===== src/rtl/tss_pkg.sv =====
// ----------------------------------------------------------------------------
// tss_pkg
// Shared types and constants of the tempo smoother with synced delay time.
// ----------------------------------------------------------------------------
package tss_pkg;

   // Field widths
   localparam int BPM_W    = 16;   // Q9.7 tempo
   localparam int CONF_W   = 8;    // Q0.8 confidence
   localparam int ALPHA_W  = 16;   // Q0.16 weight
   localparam int SUBDIV_W = 3;
   localparam int DELAY_W  = 16;   // Q11.5 ms
   localparam int TEMPO_W  = 24;   // Q9.15 internal tempo
   localparam int NUM_W    = 37;   // delay dividend
   localparam int CSR_IDX_W  = 2;
   localparam int CSR_DATA_W = 16;

   // Serial steps of the multiplier and of the divider
   localparam int SERIAL_STEPS = 16;
   localparam int STEP_CNT_W   = $clog2(SERIAL_STEPS);

   // Tempo constants
   localparam logic [TEMPO_W-1:0] TEMPO_RESET = 24'd3932160;  // 120 BPM
   localparam logic [DELAY_W-1:0] DELAY_MAX   = 16'd47680;    // 1490 ms

   // Register indexes
   typedef enum logic [CSR_IDX_W-1:0] {
      CSR_MIN_CONF = 2'd0,
      CSR_ALPHA    = 2'd1,
      CSR_SUBDIV   = 2'd2
   } csr_idx_type;

   // Note value codes
   typedef enum logic [SUBDIV_W-1:0] {
      SUB_HALF      = 3'd0,
      SUB_QUARTER   = 3'd1,
      SUB_DOT_EIGHT = 3'd2,
      SUB_EIGHTH    = 3'd3,
      SUB_SIXTEENTH = 3'd4
   } subdiv_type;

   // Result of the moving average unit
   typedef struct packed {
      logic               done;
      logic [TEMPO_W-1:0] tempo;
   } tss_mul_rsp_type;

   // Result of the delay divider
   typedef struct packed {
      logic               done;
      logic [DELAY_W-1:0] delay;
   } tss_div_rsp_type;

   // 60000 ms * 32 * 32768 * note factor: numerator of the delay division
   function automatic logic [NUM_W-1:0] delay_num(input logic [SUBDIV_W-1:0] code);
      logic [NUM_W-1:0] num;
      unique case (code)
         SUB_HALF:      num = 37'd125829120000;
         SUB_QUARTER:   num = 37'd62914560000;
         SUB_DOT_EIGHT: num = 37'd47185920000;
         SUB_EIGHTH:    num = 37'd31457280000;
         SUB_SIXTEENTH: num = 37'd15728640000;
         default:       num = 37'd62914560000;   // unused codes act as quarter
      endcase
      return num;
   endfunction

endpackage


===== src/rtl/tss_delay_div.sv =====
// ----------------------------------------------------------------------------
// tss_delay_div
// Delay time: restoring division of the note numerator by the tempo, one
// quotient bit per cycle, with rounding, saturation and the zero cases.
// ----------------------------------------------------------------------------
module tss_delay_div import tss_pkg::*; (
   input  logic                 clock,
   input  logic                 reset,
   input  logic                 start,
   input  logic                 have_tempo,
   input  logic [TEMPO_W-1:0]   tempo,
   input  logic [SUBDIV_W-1:0]  subdivision,
   output tss_div_rsp_type      rsp
);

   localparam int HI_W = NUM_W - SERIAL_STEPS;

   typedef enum logic [2:0] {
      D_IDLE,
      D_PREP,
      D_LOAD,
      D_ITER,
      D_FIN
   } div_state_type;

   div_state_type          state_ff;
   logic                   done_ff;
   logic                   zero_ff;
   logic                   ovf_ff;
   logic [STEP_CNT_W-1:0]  cnt_ff;
   logic [TEMPO_W-1:0]     tempo_ff;
   logic [NUM_W-1:0]       num_ff;
   logic [NUM_W-1:0]       dvd_ff;
   logic [NUM_W-1:0]       dvd_in;
   logic [TEMPO_W-1:0]     rem_ff;
   logic [TEMPO_W-1:0]     rem_in;
   logic [SERIAL_STEPS-1:0] low_ff;
   logic [SERIAL_STEPS-1:0] quo_ff;
   logic [SERIAL_STEPS-1:0] quo_in;
   logic [DELAY_W-1:0]     delay_ff;
   logic [TEMPO_W:0]       rem_sh;
   logic                   fits;
   logic                   ovf_in;

   // Dividend with half the divisor added for round to nearest
   assign dvd_in = num_ff + {{(NUM_W-TEMPO_W+1){1'b0}}, tempo_ff[TEMPO_W-1:1]};

   // Quotient exceeds 16 bits when the top part is not below the divisor
   assign ovf_in = {{(TEMPO_W-HI_W){1'b0}}, dvd_ff[NUM_W-1:SERIAL_STEPS]} >= tempo_ff;

   // One restoring step
   always_comb begin
      rem_sh = {rem_ff, low_ff[SERIAL_STEPS-1]};
      fits   = rem_sh >= {1'b0, tempo_ff};
      rem_in = fits ? TEMPO_W'(rem_sh - {1'b0, tempo_ff}) : rem_sh[TEMPO_W-1:0];
      quo_in = {quo_ff[SERIAL_STEPS-2:0], fits};
   end

   // Sequence prepare, load, iterate and finish
   always_ff @(posedge clock) begin
      if (reset) begin
         state_ff <= D_IDLE;
         done_ff  <= 1'b0;
      end else begin
         done_ff <= 1'b0;
         unique case (state_ff)
            D_IDLE: begin
               if (start) begin
                  tempo_ff <= tempo;
                  num_ff   <= delay_num(subdivision);
                  zero_ff  <= !have_tempo || (tempo[TEMPO_W-1:15] == '0);
                  state_ff <= D_PREP;
               end
            end
            D_PREP: begin
               dvd_ff   <= dvd_in;
               state_ff <= D_LOAD;
            end
            D_LOAD: begin
               ovf_ff <= ovf_in;
               rem_ff <= {{(TEMPO_W-HI_W){1'b0}}, dvd_ff[NUM_W-1:SERIAL_STEPS]};
               low_ff <= dvd_ff[SERIAL_STEPS-1:0];
               cnt_ff <= STEP_CNT_W'(SERIAL_STEPS - 1);
               // skip the division when the result is fixed
               if (zero_ff || ovf_in) begin
                  state_ff <= D_FIN;
               end else begin
                  state_ff <= D_ITER;
               end
            end
            D_ITER: begin
               rem_ff <= rem_in;
               quo_ff <= quo_in;
               low_ff <= low_ff << 1;
               cnt_ff <= cnt_ff - 1'b1;
               if (cnt_ff == '0) begin
                  state_ff <= D_FIN;
               end
            end
            D_FIN: begin
               priority if (zero_ff) begin
                  delay_ff <= '0;
               end else if (ovf_ff || quo_ff > DELAY_MAX) begin
                  delay_ff <= DELAY_MAX;
               end else begin
                  delay_ff <= quo_ff;
               end
               done_ff  <= 1'b1;
               state_ff <= D_IDLE;
            end
            default: state_ff <= D_IDLE;
         endcase
      end
   end

   assign rsp.done  = done_ff;
   assign rsp.delay = delay_ff;

endmodule


===== config.mk =====
export PLATFORM = sky130hd
export DESIGN_NAME = tss_delay_div
export DESIGN_NICKNAME = d
export VERILOG_FILES = /design/src/rtl/tss_pkg.sv /design/src/rtl/tss_delay_div.sv
export SDC_FILE = /design/constraint.sdc
export NUM_CORES = 1
export LEC_CHECK = 0
export ABC_AREA = 1
export ABC_CLOCK_PERIOD_IN_PS = 5740
export BUFFER_PORTS_ARGS = -buffer_cell sky130_fd_sc_hd__buf_2
export CORE_MARGIN = 2
export CORE_UTILIZATION = 55
export CTS_CLUSTER_SIZE = 30
export DETAILED_ROUTE_END_ITERATION = 10
export HOLD_SLACK_MARGIN = 0.08
export PLACE_DENSITY = 0.72
export SLEW_MARGIN = 20
export SYNTH_ARGS = -nofsm -noshare
export SYNTH_HDL_FRONTEND = slang
export SYNTH_SLANG_ARGS = --single-unit
export TNS_END_PERCENT = 100

===== constraint.sdc =====
create_clock -name clock -period 5.74 [get_ports clock]
set_input_delay 0.574 -clock clock [delete_from_list [all_inputs] [get_ports clock]]
set_output_delay 0.574 -clock clock [all_outputs]
set_load 0.05 [all_outputs]

# Word-level counts from Yosys, hierarchy flattened
# Index checks and enable logic that the tools add are counted.
word_totals:
  out_inout_bits: 17
  elab_cells: 57
  in_bits: 31
  reg_bits: 180
op_classes:
  n_lt_le_gt_ge: 3
  n_addsub: 3
  bitwise_logic: 1
  mux: 11
  eq_ne: 9
  reduce_logical: 17
op_table:
  columns: ["operator", "n"]
  rows:
  - ["case mux 37 bit (4 select lines)", 1]
  - ["case mux 24 bit (2 select lines)", 1]
  - ["adder 37 x 23 -> 37 bit", 1]
  - ["case mux 16 bit (2 select lines)", 1]
  - [">= comparator 25 x 24 -> 1 bit", 1]
  - [">= comparator 21 x 24 -> 1 bit", 1]
  - ["2-to-1 mux 24 bit", 1]
  - ["subtractor 24 bit", 1]
  - ["greater-than comparator 16 bit (second input constant)", 1]
  - ["2-to-1 mux 16 bit", 1]
  - ["== test 3 x 2 -> 1 bit (second input constant)", 4]
  - ["case mux 3 bit (4 select lines)", 1]
  - ["AND reduction 2 bit", 6]
  - ["zero test 9 bit", 1]
  - ["2-to-1 mux 3 bit", 3]
  - ["case mux 4 bit (2 select lines)", 1]
  - ["== test 3 bit (second input constant)", 2]
  - ["zero test 3 bit", 2]
  - ["zero test 4 bit", 1]
  - ["inequality test 2 bit (second input constant)", 2]
  - ["subtractor 4 x 1 -> 4 bit (second input constant)", 1]
  - ["== test 3 x 1 -> 1 bit (second input constant)", 1]
  - ["logical OR 1 bit", 3]
  - ["AND reduction 3 bit", 1]
  - ["5 further kinds", 5]

# Depth between registers and ports, before layout
logic_depth:
  depth_word: 4
  ltp_mapped: 15
  depth_no_buf: 15

# Least setup slack after synthesis
# OpenSTA, ideal clock, no wires.
synth_path:
  path_kind: "input to register"
  start: "in start"
  end: "reg num_ff[23], enable pin"
  required_time_ns: 5.216
  path_slack_ns: 1.000
  arrival_ns: 4.216
  setup_ns: 0.524
  cell_stages: 2
  n_path_buf: 0
  path_cell_list: "inv_1 -> nor4_1"
synth_via:
  elab_chain_len: 1
synth_rtl:
  columns: ["element", "line_no", "rtl"]
  rows:
  - ["from (decl)", "tss_delay_div.sv:9", "input logic start,"]
  - ["AND reduction 3 bit (no source line)", null, null]
  - ["to (signal assigned)", "tss_delay_div.sv:70", "num_ff <= delay_num(subdivision);"]
  - ["to (decl)", "tss_delay_div.sv:32", "logic [NUM_W-1:0] num_ff;"]
# Every way passes these cells.
# A chain may end at the register's enable or synchronous reset.

# Final worst setup path
layout_path:
  start: "reg tempo_ff[10]"
  end: "reg rem_ff[21], data pin"
layout_via:
  elab_chain_len: 3
  elab_cells_between_ends: 4
  classes_between: "add/sub: 1; order compare: 1; mux: 2"
layout_rtl:
  columns: ["element", "line_no", "rtl"]
  rows:
  - ["from (decl)", "tss_delay_div.sv:31", "logic [TEMPO_W-1:0] tempo_ff;"]
  - ["from (signal assigned)", "tss_delay_div.sv:69", "tempo_ff <= tempo;"]
  - ["subtractor 24 bit or >= comparator 25 x 24 -> 1 bit (tied branches)", "tss_delay_div.sv:55, tss_delay_div.sv:54", null]
  - ["2-to-1 mux 24 bit *", "tss_delay_div.sv:55", "rem_in = fits ? TEMPO_W'(rem_sh - {1'b0, tempo_ff}) : rem_sh[TEMPO_W-1:0];"]
  - ["case mux 24 bit (2 select lines) *", "tss_delay_div.sv:66", "unique case (state_ff)"]
  - ["to (signal assigned)", "tss_delay_div.sv:81", "rem_ff <= {{(TEMPO_W-HI_W){1'b0}}, dvd_ff[NUM_W-1:SERIAL_STEPS]};"]
  - ["to (signal assigned)", "tss_delay_div.sv:92", "rem_ff <= rem_in;"]
  - ["to (decl)", "tss_delay_div.sv:35", "logic [TEMPO_W-1:0] rem_ff;"]
# Every way passes the cells marked *; elsewhere a longest branch is shown, timed or not.

==> flow_summary.yaml <==
outcome:
  status: "completed"
logic_synthesis:
  syn_nets: 1024
  syn_area_um2: 8400
  synth_most_common_cell: "nand2_1"
  synth_cell_types: 37
  synth-edff-count: 149
  synth_top_area_frac: 0.533
  synth_common_cells: "313 x nand2_1, 161 x inv_1, 149 x edfxtp_1"
  synth-seq-cells: 153
  synth_warnings: 0
  ys_seq_area_frac: 0.542
  synthCells: 946
  ys_top_cells_by_area: "edfxtp_1 53%, nand2_1 14%, inv_1 7.2%"
  syn_area_per_cell_um2: 8.88
  ys.flop_type: "edfxtp_1"
  synth_top_area_cell: "edfxtp_1"
  async_flop_share: 0
clock_tree:
  ctsResizeCount: 0
  clk_pin_slew_ns: 0.07
  cts_inserted_buffers: 17
  clkLatencyLatePin_ns: 0.42
  postCtsSetupBuffers: 0
  htreeDepth: 4
  postCtsHoldBufs: 0
  clockRootBuffer: "clkbuf_16"
  clockBufferDepth: 2
  cts_sinks: 153
  tritoncts: "built"
cells_and_area:
  n_antenna_cell: 0
  drive_above_1_share: 0.118
  n_fill_cell: 1240
  finalInstanceArea_um2: 9430
  area_growth_syn_to_layout_pct: 12.3
  fin_util: 0.627
  nets: 1079
detailed_routing:
  routedWlPerCell_um: 16.0
  dr.pass1.iters: 5
  vias: 6297
  drt-total-wl_mm: 19.2
  ant_nets: 0
  drt_iter0_drc: 500
  drcViolationCount: 0
  via_per_inst: 5.24
floorplanning:
  start_util: 0.559
  die_h_um: 128
  ios: 48
  die-area_um2: 16300
  core-area_um2: 15000
  chipWidth_um: 128
  row_count: 45
worst_setup_path:
  worstPathArrival_ns: 3.24
  crit_chain: "inv_1, ha_1, nand2_1, nand2_1, nand2_1, nand2_1, nand2_1, nand2_1, a21oi_4, nand3_4, o21ai_0, nor2_1"
  path_max_fanout: 28
  critical_path.top_delay_family: "simple AND/OR/NAND/NOR gates"
  worst-setup-path-type: "flop to flop"
  cp-start-kind: "flop"
  crit_path_top_delay_cell: "a21oi_4"
  critPathCaptureType: "flop"
  path_buf_inv: 1
  required_ns: 5.91
  timing.critical_path.mode_cell: "nand2_1"
  cpPeakStageDelay_ns: 0.62
grt:
  grt_overflow: 0
  grt_use_total: 0.249
  grt_pass1_vias: 6045
  grt_max_degree: 45
  antenna_found_initial: 0
  grt_pass1_wl_mm: 30.8
sta:
  layout_min_cycle_time_ns: 3.07
  finalSetupViolCount: 0
  drv_slew: 0
  fmax_mhz: 326
  worstMarginPinSlew_ns: 0.737
  max_slew_margin: 0.508
  fin_worst_skew_ns: 0.00744
  tns_ns: 0
  finalHoldViolCount: 0
  whs_ns: 0.325
  min_period_over_period: 0.534
  rsz0062_at_grt: "no"
min_path:
  min_path_type: "input pin to flop"
power_and_ir_drop:
  p_leak_uw: 0.00442
  ir_drop_uv: 281
  p_total_uw: 3200
  power_density_nw_per_um2: 339
place:
  placed_cell_area_um2: 8840
  place_hpwl_mm: 14.1
  place_congestion: 0.952
  portBuffers: 47
job:
  drv_cap: 0
-- routing by layer --
metal | wire (um) | global-route usage | vias to the layer above
met5 | 0 | 0 | -
met4 | 465 | 0.0808 | 0
met3 | 880 | 0.0465 | 29
met2 | 9280 | 0.423 | 183
met1 | 8590 | 0.324 | 2907
li1 | - | - | 3178
-- power breakdown --
group,internal [uW],switching [uW]
registers,1360,51.5
clock network,625,503
logic,207,453
-- metrics by stage --
step / setup slack, ns / cells
after global placement: 2.78 / 1170
after detailed placement: 2.75 / 1170
final: 2.67 / 1202
after floorplan: 1.00 / 946
after global routing: 2.39 / 1202
after CTS: 2.71 / 1202
-- final timing paths --
path | endpoint | slack [ns] | cells after the start | start
max reg2reg | rem_ff[21] | 2.67 | 12 | tempo_ff[10]
min | tempo_ff[9] | 0.33 | 1 | tempo[9]
max | rem_ff[21] | 2.67 | 12 | tempo_ff[10]
min reg2reg | dvd_ff[32] | 0.42 | 0 | num_ff[32]
-- layout make-up --
type                            instances  area, um2  area share
Inverter                              170        638      0.0677
Clock buffer                           17        425      0.0451
Timing Repair Buffer                   53        280      0.0297
Tap cell                              188        235      0.0249
Clock inverter                         15        170      0.0180
Multi-Input combinational cell        606       3130       0.332
Sequential cell                       153       4550       0.483
-- registers in the layout (all words and copies together) (netlist names) --
register  cells
cnt_ff        4
delay_ff     16
done_ff       1
dvd_ff       35
low_ff       16
num_ff       12
ovf_ff        1
quo_ff       16
rem_ff       24
state_ff      3
tempo_ff     24
zero_ff       1
-- cells in the final DEF, fill, tap and decap left out, types with 2 or more instances in the layout --
| cell | instances |
|---|---|
| nand2_1 | 313 |
| dfxtp_1 | 4 |
| buf_2 | 47 |
| ha_1 | 46 |
| nor3_1 | 4 |
| nor2_1 | 75 |
| nand3_1 | 45 |
| nand4_1 | 30 |
| clkbuf_16 | 17 |
| o21bai_1 | 3 |
| inv_8 | 4 |
| nand2_2 | 13 |
| edfxtp_1 | 149 |
| o21ai_0 | 8 |
| inv_1 | 161 |
| inv_6 | 9 |
| xnor2_1 | 7 |
| a21oi_2 | 2 |
| nor2_2 | 3 |
| a21oi_1 | 25 |
| nand3b_1 | 10 |
| inv_2 | 8 |
| nor4_2 | 3 |
| a21o_1 | 2 |
| nor4_1 | 6 |
| buf_4 | 6 |
-- kinds of logic after synthesis --
group                    synth area share
AND/OR/NAND/NOR                     0.260
XOR/XNOR                          0.00834
flip-flops                          0.542
buffers and inverters              0.0879
AO/OA/AOI/OAI                      0.0300
adder cells (fa/ha/maj)            0.0709
Power figures use the tool's default switching activity.
