**src/rtl/tss_pkg.sv**
```systemverilog
// ----------------------------------------------------------------------------
// tss_pkg
// Shared types and constants of the tempo smoother with synced delay time.
// ----------------------------------------------------------------------------
package tss_pkg;

   // Field widths
   localparam int BPM_W    = 16;   // Q9.7 tempo
   localparam int CONF_W   = 8;    // Q0.8 confidence
   localparam int ALPHA_W  = 16;   // Q0.16 weight
   localparam int SUBDIV_W = 3;
   localparam int DELAY_W  = 16;   // Q11.5 ms
   localparam int TEMPO_W  = 24;   // Q9.15 internal tempo
   localparam int NUM_W    = 37;   // delay dividend
   localparam int CSR_IDX_W  = 2;
   localparam int CSR_DATA_W = 16;

   // Serial steps of the multiplier and of the divider
   localparam int SERIAL_STEPS = 16;
   localparam int STEP_CNT_W   = $clog2(SERIAL_STEPS);

   // Tempo constants
   localparam logic [TEMPO_W-1:0] TEMPO_RESET = 24'd3932160;  // 120 BPM
   localparam logic [DELAY_W-1:0] DELAY_MAX   = 16'd47680;    // 1490 ms

   // Register indexes
   typedef enum logic [CSR_IDX_W-1:0] {
      CSR_MIN_CONF = 2'd0,
      CSR_ALPHA    = 2'd1,
      CSR_SUBDIV   = 2'd2
   } csr_idx_type;

   // Note value codes
   typedef enum logic [SUBDIV_W-1:0] {
      SUB_HALF      = 3'd0,
      SUB_QUARTER   = 3'd1,
      SUB_DOT_EIGHT = 3'd2,
      SUB_EIGHTH    = 3'd3,
      SUB_SIXTEENTH = 3'd4
   } subdiv_type;

   // Result of the moving average unit
   typedef struct packed {
      logic               done;
      logic [TEMPO_W-1:0] tempo;
   } tss_mul_rsp_type;

   // Result of the delay divider
   typedef struct packed {
      logic               done;
      logic [DELAY_W-1:0] delay;
   } tss_div_rsp_type;

   // 60000 ms * 32 * 32768 * note factor: numerator of the delay division
   function automatic logic [NUM_W-1:0] delay_num(input logic [SUBDIV_W-1:0] code);
      logic [NUM_W-1:0] num;
      unique case (code)
         SUB_HALF:      num = 37'd125829120000;
         SUB_QUARTER:   num = 37'd62914560000;
         SUB_DOT_EIGHT: num = 37'd47185920000;
         SUB_EIGHTH:    num = 37'd31457280000;
         SUB_SIXTEENTH: num = 37'd15728640000;
         default:       num = 37'd62914560000;   // unused codes act as quarter
      endcase
      return num;
   endfunction

endpackage

```
**src/rtl/tss_ema_mul.sv**
```systemverilog
// ----------------------------------------------------------------------------
// tss_ema_mul
// Moving average update: bit-serial shift-add multiply of (target - old) by
// alpha, one alpha bit per cycle, then rounding, add and clamp.
// ----------------------------------------------------------------------------
module tss_ema_mul import tss_pkg::*; (
   input  logic                 clock,
   input  logic                 reset,
   input  logic                 start,
   input  logic [TEMPO_W-1:0]   old_tempo,
   input  logic [TEMPO_W-1:0]   target,
   input  logic [ALPHA_W-1:0]   alpha,
   output tss_mul_rsp_type      rsp
);

   logic                         busy_ff;
   logic                         fin_ff;
   logic                         done_ff;
   logic [STEP_CNT_W-1:0]        cnt_ff;
   logic signed [TEMPO_W:0]      diff_ff;
   logic [ALPHA_W-1:0]           alpha_ff;
   logic signed [TEMPO_W+1:0]    hi_ff;
   logic signed [TEMPO_W+1:0]    hi_in;
   logic [ALPHA_W-1:0]           lo_ff;
   logic [ALPHA_W-1:0]           lo_in;
   logic [TEMPO_W-1:0]           old_ff;
   logic [TEMPO_W-1:0]           res_ff;
   logic [TEMPO_W-1:0]           res_in;
   logic signed [TEMPO_W+1:0]    addend;
   logic signed [TEMPO_W+1:0]    sum;
   logic signed [TEMPO_W+1:0]    step;
   logic signed [TEMPO_W+2:0]    total;

   // Accumulate one partial product, shift the low product bit out
   always_comb begin
      addend = alpha_ff[0] ? {diff_ff[TEMPO_W], diff_ff} : '0;
      sum    = hi_ff + addend;
      hi_in  = sum >>> 1;
      lo_in  = {sum[0], lo_ff[ALPHA_W-1:1]};
   end

   // Round half up, add to old tempo, clamp to the tempo range
   always_comb begin
      step  = hi_ff + {{(TEMPO_W+1){1'b0}}, lo_ff[ALPHA_W-1]};
      total = {3'b000, old_ff} + {step[TEMPO_W+1], step};
      if (total[TEMPO_W+2]) begin
         res_in = '0;
      end else if (total[TEMPO_W+1:TEMPO_W] != 2'b00) begin
         res_in = '1;
      end else begin
         res_in = total[TEMPO_W-1:0];
      end
   end

   // Sequence the serial steps
   always_ff @(posedge clock) begin
      if (reset) begin
         busy_ff <= 1'b0;
         fin_ff  <= 1'b0;
         done_ff <= 1'b0;
      end else begin
         done_ff <= 1'b0;
         if (start) begin
            busy_ff  <= 1'b1;
            cnt_ff   <= STEP_CNT_W'(SERIAL_STEPS - 1);
            hi_ff    <= '0;
            lo_ff    <= '0;
            diff_ff  <= $signed({1'b0, target}) - $signed({1'b0, old_tempo});
            alpha_ff <= alpha;
            old_ff   <= old_tempo;
         end else if (busy_ff) begin
            hi_ff    <= hi_in;
            lo_ff    <= lo_in;
            alpha_ff <= alpha_ff >> 1;
            cnt_ff   <= cnt_ff - 1'b1;
            if (cnt_ff == '0) begin
               busy_ff <= 1'b0;
               fin_ff  <= 1'b1;
            end
         end else if (fin_ff) begin
            fin_ff  <= 1'b0;
            res_ff  <= res_in;
            done_ff <= 1'b1;
         end
      end
   end

   assign rsp.done  = done_ff;
   assign rsp.tempo = res_ff;

endmodule

```
**config.mk**
```make
export PLATFORM = sky130hd
export DESIGN_NAME = tss_ema_mul
export DESIGN_NICKNAME = d
export VERILOG_FILES = /design/src/rtl/tss_pkg.sv /design/src/rtl/tss_ema_mul.sv
export SDC_FILE = /design/constraint.sdc
export NUM_CORES = 1
export LEC_CHECK = 0
export BUFFER_PORTS_ARGS = -buffer_cell sky130_fd_sc_hd__buf_2
export CAP_MARGIN = 20
export CORE_MARGIN = 8
export CORE_UTILIZATION = 60
export CTS_BUF_LIST = sky130_fd_sc_hd__clkbuf_16
export CTS_CLUSTER_SIZE = 25
export DETAILED_ROUTE_END_ITERATION = 7
export GPL_TIMING_DRIVEN = 1
export PLACE_DENSITY = 0.89
export SETUP_SLACK_MARGIN = 0.2
export SLEW_MARGIN = 20
export SYNTH_ARGS = -nofsm -noshare
export SYNTH_HDL_FRONTEND = slang
export SYNTH_SLANG_ARGS = --single-unit
```
**constraint.sdc**
```tcl
create_clock -name clock -period 7.3 [get_ports clock]
set_clock_uncertainty 0.15 [all_clocks]
set_input_delay 0.73 -clock clock [delete_from_list [all_inputs] [get_ports clock]]
set_output_delay 0.73 -clock clock [all_outputs]
set_load 0.02 [all_outputs]
```
[Word level (Yosys, flattened, before mapping)]
Index checks and enable logic that the tools add are counted.
Cells by class
  add/sub/neg operators: 5
  equal/unequal tests: 1
  muxes and demuxes: 13
  bitwise gates (word level): 3
  reduce and logical (&&, ||, !) cells: 8
Operators with widths (count)
  $mux W26: 2
  $mux W16: 3
  $add A25 B26 Y27: 1
  $add A26 B1 Y26: 1
  $add A26 B26 Y26: 1
  $sub A24 B24 Y25: 1
  $mux W24: 1
  $mux W1: 6
  $reduce_and A2 Y1: 3
  $logic_not A4 Y1: 1
  $mux W4: 1
  $reduce_and A4 Y1: 1
  $reduce_bool A2 Y1: 2
  $sub A4 B1 Y4 const B: 1
  $not A1 Y1: 3
  $reduce_or A3 Y1: 1
  $ne A2 B1 Y1 const B: 1
Storage, ports and cells
  bits in registers: 138
  bits of input ports: 67
  output and inout port bits: 25
  logic and storage cells: 40

[Longest topological paths before layout]
Gate-level depths: netlist of run 1.
  depth in word-level cells: 4
  depth in mapped cells: 18
  mapped depth without buffers: 17

[Worst setup path after synthesis of run 1]
OpenSTA, ideal clock, no wires.
  path kind: reg-to-reg
  start: register hi_ff[0]
  end: register res_ff[13], data pin
  library setup time: 0.272 ns
  data arrival time: 3.895 ns
  path slack: 2.984 ns
  cell stages (with the launch flop): 19
  buffers on the path: 1
  period minus slack after synthesis: 4.316 ns
  cells stage by stage: edfxtp_1 -> ha_1 -> and3_1 -> nand3_1 -> or2_2 -> nor3_1 -> nand3_1 -> xnor2_1 -> ha_1 -> a21oi_1 -> nand2_1 -> a221o_1 -> a22o_1 -> a211oi_1 -> o2111ai_2 -> o22ai_1 -> a221o_2 -> buf_6 -> o31ai_1
On the way
  word-level cells in the longest chain between the ends: 4
RTL lines
  start, declared: line tss_ema_mul.sv:22  | logic signed [TEMPO_W+1:0] hi_ff;
  start signal, assigned: line tss_ema_mul.sv:72  | hi_ff <= hi_in;
  $add A26 B1 Y26 (*): line tss_ema_mul.sv:44  | step = hi_ff + {{(TEMPO_W+1){1'b0}}, lo_ff[ALPHA_W-1]};
  $add A25 B26 Y27 (*): line tss_ema_mul.sv:45  | total = {3'b000, old_ff} + {step[TEMPO_W+1], step};
  $reduce_bool A2 Y1: line tss_ema_mul.sv:48  | end else if (total[TEMPO_W+1:TEMPO_W] != 2'b00) begin
  $mux W24: line tss_ema_mul.sv:48
  end signal, assigned: line tss_ema_mul.sv:82  | res_ff <= res_in;
  end, declared: line tss_ema_mul.sv:27  | logic [TEMPO_W-1:0] res_ff;
Every way passes the cells marked *; elsewhere a longest branch is shown, timed or not.
A chain may end at the register's enable or synchronous reset.

[Worst setup path in the final report of run 1]
  start: register hi_ff[0]
  end: register res_ff[6], data pin
The elaborated chain is that of the path after synthesis.

==> run metrics, run 1 <==
Rows 43; Crit-path slowest cell a221o_2; synth unique cells 67; clock slew at reported path FFs about 0.060 ns; die footprint 18100 sq um; Avg Inst Size Synth between 10 and 15 sq um; proportion of synthesized chip area in sequential cells 0.430; Util after Layout 0.695; wire per inst 16.0 um; worst relative slew slack 0.301; share of the synthesized area in the top cell type 0.423; Final ANT Viol Nets 0; Core Area about 14000 sq um; startpoint types flip-flop; element type at the critical path end flip-flop; IO buf count 91; post-synth top area cell edfxtp_1; root buffer cell clkbuf_16; vias per inst 5.78; DIE HEIGHT 135 um; RePlAce Congestion 0.962; Longest Clk Path Bufs 2; hold_buf cts 0; vias in the first global route 6163; Post-Synthesis Cell Area 8440 sq um; CP cell instances ha_1, ha_1, nand4_1, or3_1, nor2_1, nand3_1, xnor2_1, ha_1, a21oi_1, o21ai_1, a221o_1, a22o_1, a211oi_1, o2111ai_2, o22ai_1, a221o_2, o21ai_0; Cells after Synth 821; Logic pwr share 0.250; Final min period 5.01 ns; final worst-path cycle share 0.686; clk_lat worst skew 0.42 ns; Critical Path Max Stage Delay 0.48 ns; Nets 1065; initial antenna violation count 0; Primary FF master, synth edfxtp_1; Inserted Clock Buffers 17; MaxCap Viol Count 0; Compound-Gate Fraction of Synth Area 0.156; CP max FO 24; final WL 17700 um; Ys Warns 0; Post CTS Setup Buffer Count 0; Synth Area in XOR/XNOR 0.0830; largest family of logic cells by synthesized area compound AO/OA/AOI/OAI gates; fmax 0.200 GHz; Worst Hold Depth 1; H-Tree Depth 4; Layout Area Growth over Synthesis 13.8%; Slew Limit Fails 0; CP required 7.28 ns; Initial Util 0.610; run status completed; hpwl dp ~13000 um; Post-synth EDFFs between 100 and 150; total track usage 0.197; Post-Synth Simple-Gate Area 0.150; power density over cell area 231 nW/um^2; Fin. Hold Viols 0; path type of the worst setup path flip-flop to flip-flop; Initial DRC Count 567; n_diodes 0; Flop pwr share 0.398; Clock power frac 0.352; top cells by area, synth edfxtp_1 42%, ha_1 11%, xnor2_1 5.1%; Net Count, Synth 968; total gr overflow 0; final setup violation count 0; TritonCTS sink count 122; largest net degree at the start of global routing 56; first-pass GRT wire length 29200 um; ys async rst share 0; Fin Setup TNS 0 ns; Worst R2R Path Depth 17; most used cell, CP ha_1; I/O pins 92; Leakage Power 4.03 nW; Pwr Total 0.00222 W; worst hold path type flip-flop to flip-flop; die width between 100 and 150 um; Synth Area in Adders 0.121; TritonRoute pass-1 iters 5; PostCTS Resize Cnt 0; unrepaired setup endpoints after global routing no; drt drc 0; actual slew at the worst max-slew pin ~1.0 ns; post-synthesis mux area share 0.0225; via count around 6400; Switching Fraction 0.288; share of layout cells above drive strength 1 0.174; Worst EP arrival 4.98 ns; P_int 0.00158 W; Seq cells post-synth 122; CTS tree done; Max rail drop VDD 0.000184 V; Psw 0.000641 W
## logic make-up after synthesis
family,count (synthesis)
muxes,17
buffers and inverters,74
and+or+nand+nor,247
adders and majority gates,80
AOI/OAI and AO/OA,201
xor gates and xnor gates,80
DFF,122
## state kept, by name, indices dropped and copies added, names as in the netlist, 4 cells and up
name and cells:
hi_ff 25, alpha_ff 16, old_ff 24, res_ff 24
diff_ff 25, cnt_ff 4
## worst max-delay path, delay by kind of cell (launching register included)
kind,cells,cell delay (ns)
AO/OA/AOI/OAI,9,2.40
XOR/XNOR,1,0.20
adder cells (fa/ha/maj),3,0.73
flip-flops,1,0.35
AND/OR/NAND/NOR,4,0.87
## metal layers
layer  routed length, um  global-route usage  vias to the layer above
met4                 296              0.0699                        0
met1                8020               0.259                     2964
met3                1260              0.0412                       32
met2                8170               0.314                      234
met5                   0                   0                        -
li1                    -                   -                     3189
## cell usage in the layout, fill, tap and decap left out, types with 4 or more instances in the layout
cell,netlist,final
xnor2_1,49,49
inv_1,58,60
a21oi_1,52,52
and3_1,10,10
a211oi_1,5,5
edfxtp_1,119,119
nand4_1,10,10
nor2b_1,12,11
a31oi_1,8,8
ha_1,77,77
nand3_1,22,22
or2_2,4,4
mux2_2,16,16
o21bai_1,8,8
clkinv_1,0,5
a21o_1,18,18
o21a_1,10,10
o21ai_2,11,11
nor3_1,12,12
nand2b_1,16,16
xor2_1,31,31
clkbuf_16,0,17
o31ai_1,6,6
nor2_1,73,73
buf_2,0,91
nand2_1,39,39
and2_1,28,28
o21ai_0,51,51
## cells in the mapped netlist (12+ instances only)
library cell and count:
edfxtp_1 119, xnor2_1 49, nand2b_1 16, nor3_1 12, nor2_1 73, mux2_2 16
nand2_1 39, xor2_1 31, ha_1 77, inv_1 58, nor2b_1 12, o21ai_0 51
a21o_1 18, nand3_1 22, and2_1 28, a21oi_1 52
## final cells by class
cell class | instances | area [sq um]
Clock buffer | 17 | 425
Clock inverter | 14 | 116
Fill cell | 966 | 4220
Inverter | 58 | 218
Multi-Input combinational cell | 625 | 4510
Sequential cell | 122 | 3630
Tap cell | 180 | 225
Timing Repair Buffer | 94 | 478
## final timing paths
kind	start	to	slack (ns)
setup / recovery	hi_ff[0]	res_ff[6]	2.29
hold / removal	busy_ff	done_ff	0.34
setup reg to reg	hi_ff[0]	res_ff[6]	2.29
hold reg to reg	busy_ff	done_ff	0.34
## metrics by stage
step / area [sq um] / setup WS, ns / hold WS (ns) / cells
floorplan: 8440 / 2.98 / 0.270 / 821
CTS: 9600 / 2.28 / 0.336 / 1110
global placement: 9060 / 2.57 / 0.317 / 1079
detailed placement: 9060 / 2.32 / 0.323 / 1079
finish: 9600 / 2.29 / 0.340 / 1110
global route: 9600 / 1.84 / 0.350 / 1110
## power groups by stage
stage,clock network (W),registers (W),logic [W]
final,0.000781,0.000885,0.000556
after global routing,0.000819,0.000890,0.000622
after CTS,0.000784,0.000884,0.000551
after detailed placement,0,0.000896,0.000541
after global placement,0,0.000894,0.000522
after floorplan,0,0.000882,0.000445
Power figures use the tool's default switching activity.
==> run 2: changes to the inputs <==
clock period = 4.9 ns   (was 7.3 ns; I/O delays follow)
==> run 2 against run 1 <==
Compared with the run above:
- sequential share of layout area is 1.1 points lower
- routed wire length is 9.9% higher
- worst hold slack worse by 0.22 ns
==> run metrics, run 2 (synthesis gave the netlist of run 1 again) <==
run status completed; Hold Path Origin old_tempo[16]; Initial DRC Count between 400 and 500; worst relative slew slack 0.294; delay-heaviest family, CP compound AO/OA/AOI/OAI gates; fin cells 1118; Buf/Inv on CP 1; path type of the worst setup path flip-flop to flip-flop; Core Area 13800 sq um; Worst R2R Path Depth 18; Fin Setup TNS 0 ns; Largest regs diff_ff x25, hi_ff x25; Pwr Total approximately 0.0035 W; CP max FO 12; DIE HEIGHT 135 um; Worst Hold Depth 1; vias per inst 5.92; Initial Util 0.610; actual slew at the worst max-slew pin 1.06 ns; power density over cell area ~360 nW/um^2; Leakage Power 4.13 nW; final WL 19500 um; CP required 4.90 ns; wire per inst roughly 17 um; MaxCap Viol Count 0; Worst EP arrival 4.71 ns; fmax about 0.21 GHz; Inserted Clock Buffers 17; first-pass GRT wire length between 20000 and 30000 um; final instance area just under 10000 sq um; Util after Layout 0.716; reg2reg setup slack about 0.19 ns; total gr overflow 0; Rows 43; I/O pins 92; RePlAce Congestion approximately 0.95; CTS tree done; worst hold path type primary input to flip-flop; Crit-path slowest cell or3_4; root buffer cell clkbuf_16; final worst-path cycle share 0.962; Nets 1072; hold_buf cts 0; Slew Limit Fails 0; die footprint about 18000 sq um; vias in the first global route 6295; H-Tree Depth 4; TritonCTS sink count 122; dpl cells 1082; Critical Path Max Stage Delay 0.48 ns; hpwl dp 13200 um; total track usage 0.201; drt drc 0; Final ANT Viol Nets 0; placed instance area 9100 sq um; TritonRoute pass-1 iters 5; clock slew at reported path FFs 0.06 ns; clk_lat worst skew 0.42 ns; IO buf count 91; via count roughly 6600; die width 135 um; Final min period 4.71 ns; most frequent standard cell in the layout excluding fill and tap cells edfxtp_1; Fin. Hold Viols 0; Reg-to-Reg End res_ff[6]; startpoint types flip-flop; CP cell instances ha_4, ha_4, nand4_1, or3_4, nor2_4, nand3_2, xnor2_2, ha_4, a21oi_2, o21ai_1, a221o_1, a22o_1, a211oi_2, o2111ai_2, o22ai_2, a221o_2, buf_12, o21ai_0; Worst R2R Start hi_ff[0]; commonest cells after routing, fill and taps aside 119 x edfxtp_1, 91 x buf_2, 73 x ha_1; Max rail drop VDD 0.000262 V; Longest Clk Path Bufs 2; largest net degree at the start of global routing 56; Layout Area Growth over Synthesis 17.2%; final setup violation count 0; n_diodes 0; most used cell, CP ha_4; share of layout cells above drive strength 1 0.207; initial antenna violation count 0; worst hold endpoint old_ff[16]; element type at the critical path end flip-flop; unrepaired setup endpoints after global routing no
run 2: cell types whose count changed in the layout (fill, tap and decap cells not counted), moves of 3 or more:
cell	previous run	this run
clkinvlp_4	2	5
nor2_1	73	70
ha_4	0	3
buf_4	3	7
ha_1	77	73
clkinv_1	5	2
inv_1	60	57
clkinv_4	0	4
run 2: worst reg2reg max path: cells and delay by family, from the launching register on:
kind                     cells  cell delay (ns)
XOR/XNOR                     1             0.29
buffers and inverters        1             0.15
flip-flops                   1             0.41
adder cells (fa/ha/maj)      3             0.60
AND/OR/NAND/NOR              4             0.94
AO/OA/AOI/OAI                9             1.92
run 2: worst max path at each step:
| stage | startpoint | endpoint | slack (ns) | depth (start not counted) |
|---|---|---|---|---|
| 6_report | hi_ff[0] | res_ff[6] | 0.19 | 18 |
| 5_1_grt | hi_ff[0] | res_ff[6] | 0.06 | 18 |
| 4_1_cts | hi_ff[0] | res_ff[6] | 0.27 | 18 |
| 3_5_place_dp | hi_ff[0] | res_ff[6] | 0.13 | 18 |
| 3_3_place_gp | hi_ff[0] | res_ff[4] | 0.37 | 18 |
| 2_1_floorplan | hi_ff[0] | res_ff[13] | 0.58 | 18 |
run 2: report_power, final:
group	switching [W]	leakage, nW	internal, W	total (W)
registers	0.0000607	1.14	0.00126	0.00132
logic	0.000490	2.70	0.000392	0.000881
clock network	0.000467	0.289	0.000849	0.00132
run 2: metal layers:
metal	up-vias	global-route usage	share of wire
met5	-	0	0
met4	0	0.0823	0.027
met3	53	0.0427	0.070
met2	277	0.327	0.47
met1	3082	0.255	0.43
li1	3207	-	-
run 2: repair_timing:
action	4_1_cts	5_1_grt
endpoints found under the setup margin	24	24
pin swaps	1	6
setup buffers	2	0
gates cloned	0	2
gates resized for setup	1	22
run 2: cell type report:
class	instances	area, sq um
Multi-Input combinational cell	625	4630
Fill cell	913	3930
Sequential cell	122	3630
Timing Repair Buffer	101	564
Clock buffer	17	425
Tap cell	180	225
Inverter	58	218
Clock inverter	15	201
run 2: metrics by stage:
stage / setup WS (ns) / hold slack (ns)
4_1_cts: 0.268 / 0.103
6_report: 0.187 / 0.119
3_5_place_dp: 0.128 / 0.316
3_3_place_gp: 0.367 / 0.312
2_1_floorplan: 0.584 / 0.270
5_1_grt: 0.0645 / 0.105
==> run 3: changes to the inputs <==
CELL_PAD_IN_SITES_DETAIL_PLACEMENT = 0   (was not set)
CELL_PAD_IN_SITES_GLOBAL_PLACEMENT = 1   (was not set)
CORE_UTILIZATION = 47   (was 60)
==> run 3 against run 2 <==
Compared with the run above:
- critical endpoint is now res_ff[1]
- total power is 6.1% lower
- design area is 1.4% lower
- maximum frequency is 6.6% higher
- critical path type unchanged
- clock-buffer cell count stayed put
- sequential power hardly changed
- non-clock buffer count is 2 lower
- worst hold slack worse by 0.0056 ns
- routed wire length is 9.4% lower
==> run metrics, run 3 (synthesis gave the netlist of run 1 again) <==
IO buf count about 90; clock slew at reported path FFs around 0.05 ns; Fin Setup TNS 0 ns; n_diodes 0; Worst R2R Start hi_ff[0]; hpwl dp between 10000 and 15000 um; Slew Limit Fails 0; wire per inst 15.2 um; DIE HEIGHT 150 um; largest net degree at the start of global routing 55; Crit-path slowest cell or3_4; worst setup margin 0.479 ns; Core Area around 18000 sq um; first-pass GRT wire length 28600 um; Largest regs diff_ff x25, hi_ff x25; Leakage Power 4.08 nW; total track usage 0.160; element type at the critical path end flip-flop; Fin. Hold Viols 0; Critical Path Max Stage Delay 0.39 ns; most used cell, CP ha_1; DP Worst Slack 0.144 ns; Buf/Inv on CP 1; worst hold path type primary input to flip-flop; most frequent standard cell in the layout excluding fill and tap cells edfxtp_1; initial antenna violation count 0; Hold Path Origin old_tempo[23]; Final min period 4.42 ns; TritonCTS sink count around 120; final WL 17700 um; RePlAce Congestion 0.843; final worst-path cycle share 0.902; Inserted Clock Buffers 17; vias per inst between 5 and 6; total gr overflow 0; I/O pins 92; die width 150 um; fmax 0.226 GHz; CTS tree done; Nets about 1100; Clock power frac 0.350; path type of the worst setup path flip-flop to flip-flop; MaxCap Viol Count 0; worst relative slew slack 0.463; startpoint types flip-flop; Flop pwr share 0.398; H-Tree Depth 4; Psw 0.000942 W; CP max FO 24; CP cell instances ha_1, ha_1, nand4_1, or3_4, nor2_2, nand3_1, xnor2_2, ha_1, a21oi_2, o21ai_1, a221o_1, a22o_1, a211oi_4, o2111ai_2, o22ai_1, a221o_2, buf_12, o21ai_0; Longest Clk Path Bufs 2; die footprint 22500 sq um; Initial Util 0.475; delay-heaviest family, CP compound AO/OA/AOI/OAI gates; CP required 4.90 ns; Max rail drop VDD 0.000265 V; TritonRoute pass-1 iters 5; vias in the first global route 6022; clk_lat worst skew around 0.42 ns; Rows 49; Worst EP arrival between 4 and 5 ns; run status completed; Logic pwr share 0.252; drt drc 0; Switching Fraction 0.285; unrepaired setup endpoints after global routing no; Pwr Total 0.00331 W; Final ANT Viol Nets 0; Layout Area Growth over Synthesis 15.6%; via count 6199; final setup violation count 0; Initial DRC Count approximately 330; P_int 0.00237 W; commonest cells after routing, fill and taps aside 119 x edfxtp_1, 91 x buf_2, 77 x ha_1; share of layout cells above drive strength 1 0.186; actual slew at the worst max-slew pin 0.804 ns; power density over cell area roughly 340 nW/um^2; CP startpoint hi_ff[0]; root buffer cell clkbuf_16
==> run 3: area by class of cell <==
class / count / area [sq um]
fillers: 1591 / 8020
multi-input cells: 625 / 4550
flip-flops and latches: 122 / 3630
repair buffers: 99 / 528
clock buffers: 17 / 425
well taps: 229 / 287
inverters: 58 / 218
clock inverters: 15 / 118
==> run 3: power groups by stage <==
stage | registers, W | logic (W) | clock network (W)
after floorplan | 0.00131 | 0.000663 | 0
after global placement | 0.00133 | 0.000807 | 0
after detailed placement | 0.00134 | 0.000819 | 0
after CTS | 0.00132 | 0.000827 | 0.00118
after global routing | 0.00133 | 0.000942 | 0.00123
final | 0.00132 | 0.000833 | 0.00116
==> run 3: worst reg2reg max path, delay by kind of cell, from the launching register on <==
kind	cells	cell delay, ns
xor+xnor	1	0.17
compound gates	9	1.73
flops	1	0.36
fa+ha+maj	3	0.74
buf+inv	1	0.16
simple gates	4	0.85
==> run 3: path summary, 6_finish.rpt <==
| check | to | slack [ns] | cells after the start |
|---|---|---|---|
| setup / recovery | res_ff[1] | 0.48 | 18 |
| hold / removal | old_ff[23] | 0.11 | 1 |
| setup reg to reg | res_ff[1] | 0.48 | 18 |
| hold reg to reg | fin_ff | 0.34 | 2 |
==> run 3: per-stage QoR <==
step / hold slack [ns] / utilization / instances / area [sq um]
finish: 0.113 / 0.549 / 1165 / 9760
detailed placement: 0.337 / 0.515 / 1132 / 9170
global placement: 0.324 / 0.515 / 1132 / 9170
global route: 0.0976 / 0.549 / 1165 / 9760
floorplan: 0.270 / - / 821 / 8440
CTS: 0.0942 / 0.546 / 1164 / 9710
==> run 3: metal layers <==
layer,vias up,global-route usage,wire [um]
met5,-,0,0
met4,0,0.0565,295
met3,24,0.0411,1230
met2,168,0.242,7800
met1,2801,0.218,8360
li1,3206,-,-
==> run 3: repair_timing <==
action	CTS	global route
gates resized for setup	1	7
setup buffers	0	1
hold buffers	0	0
pin swaps	0	1
endpoints found under the hold margin	0	0
endpoints found under the setup margin	24	24
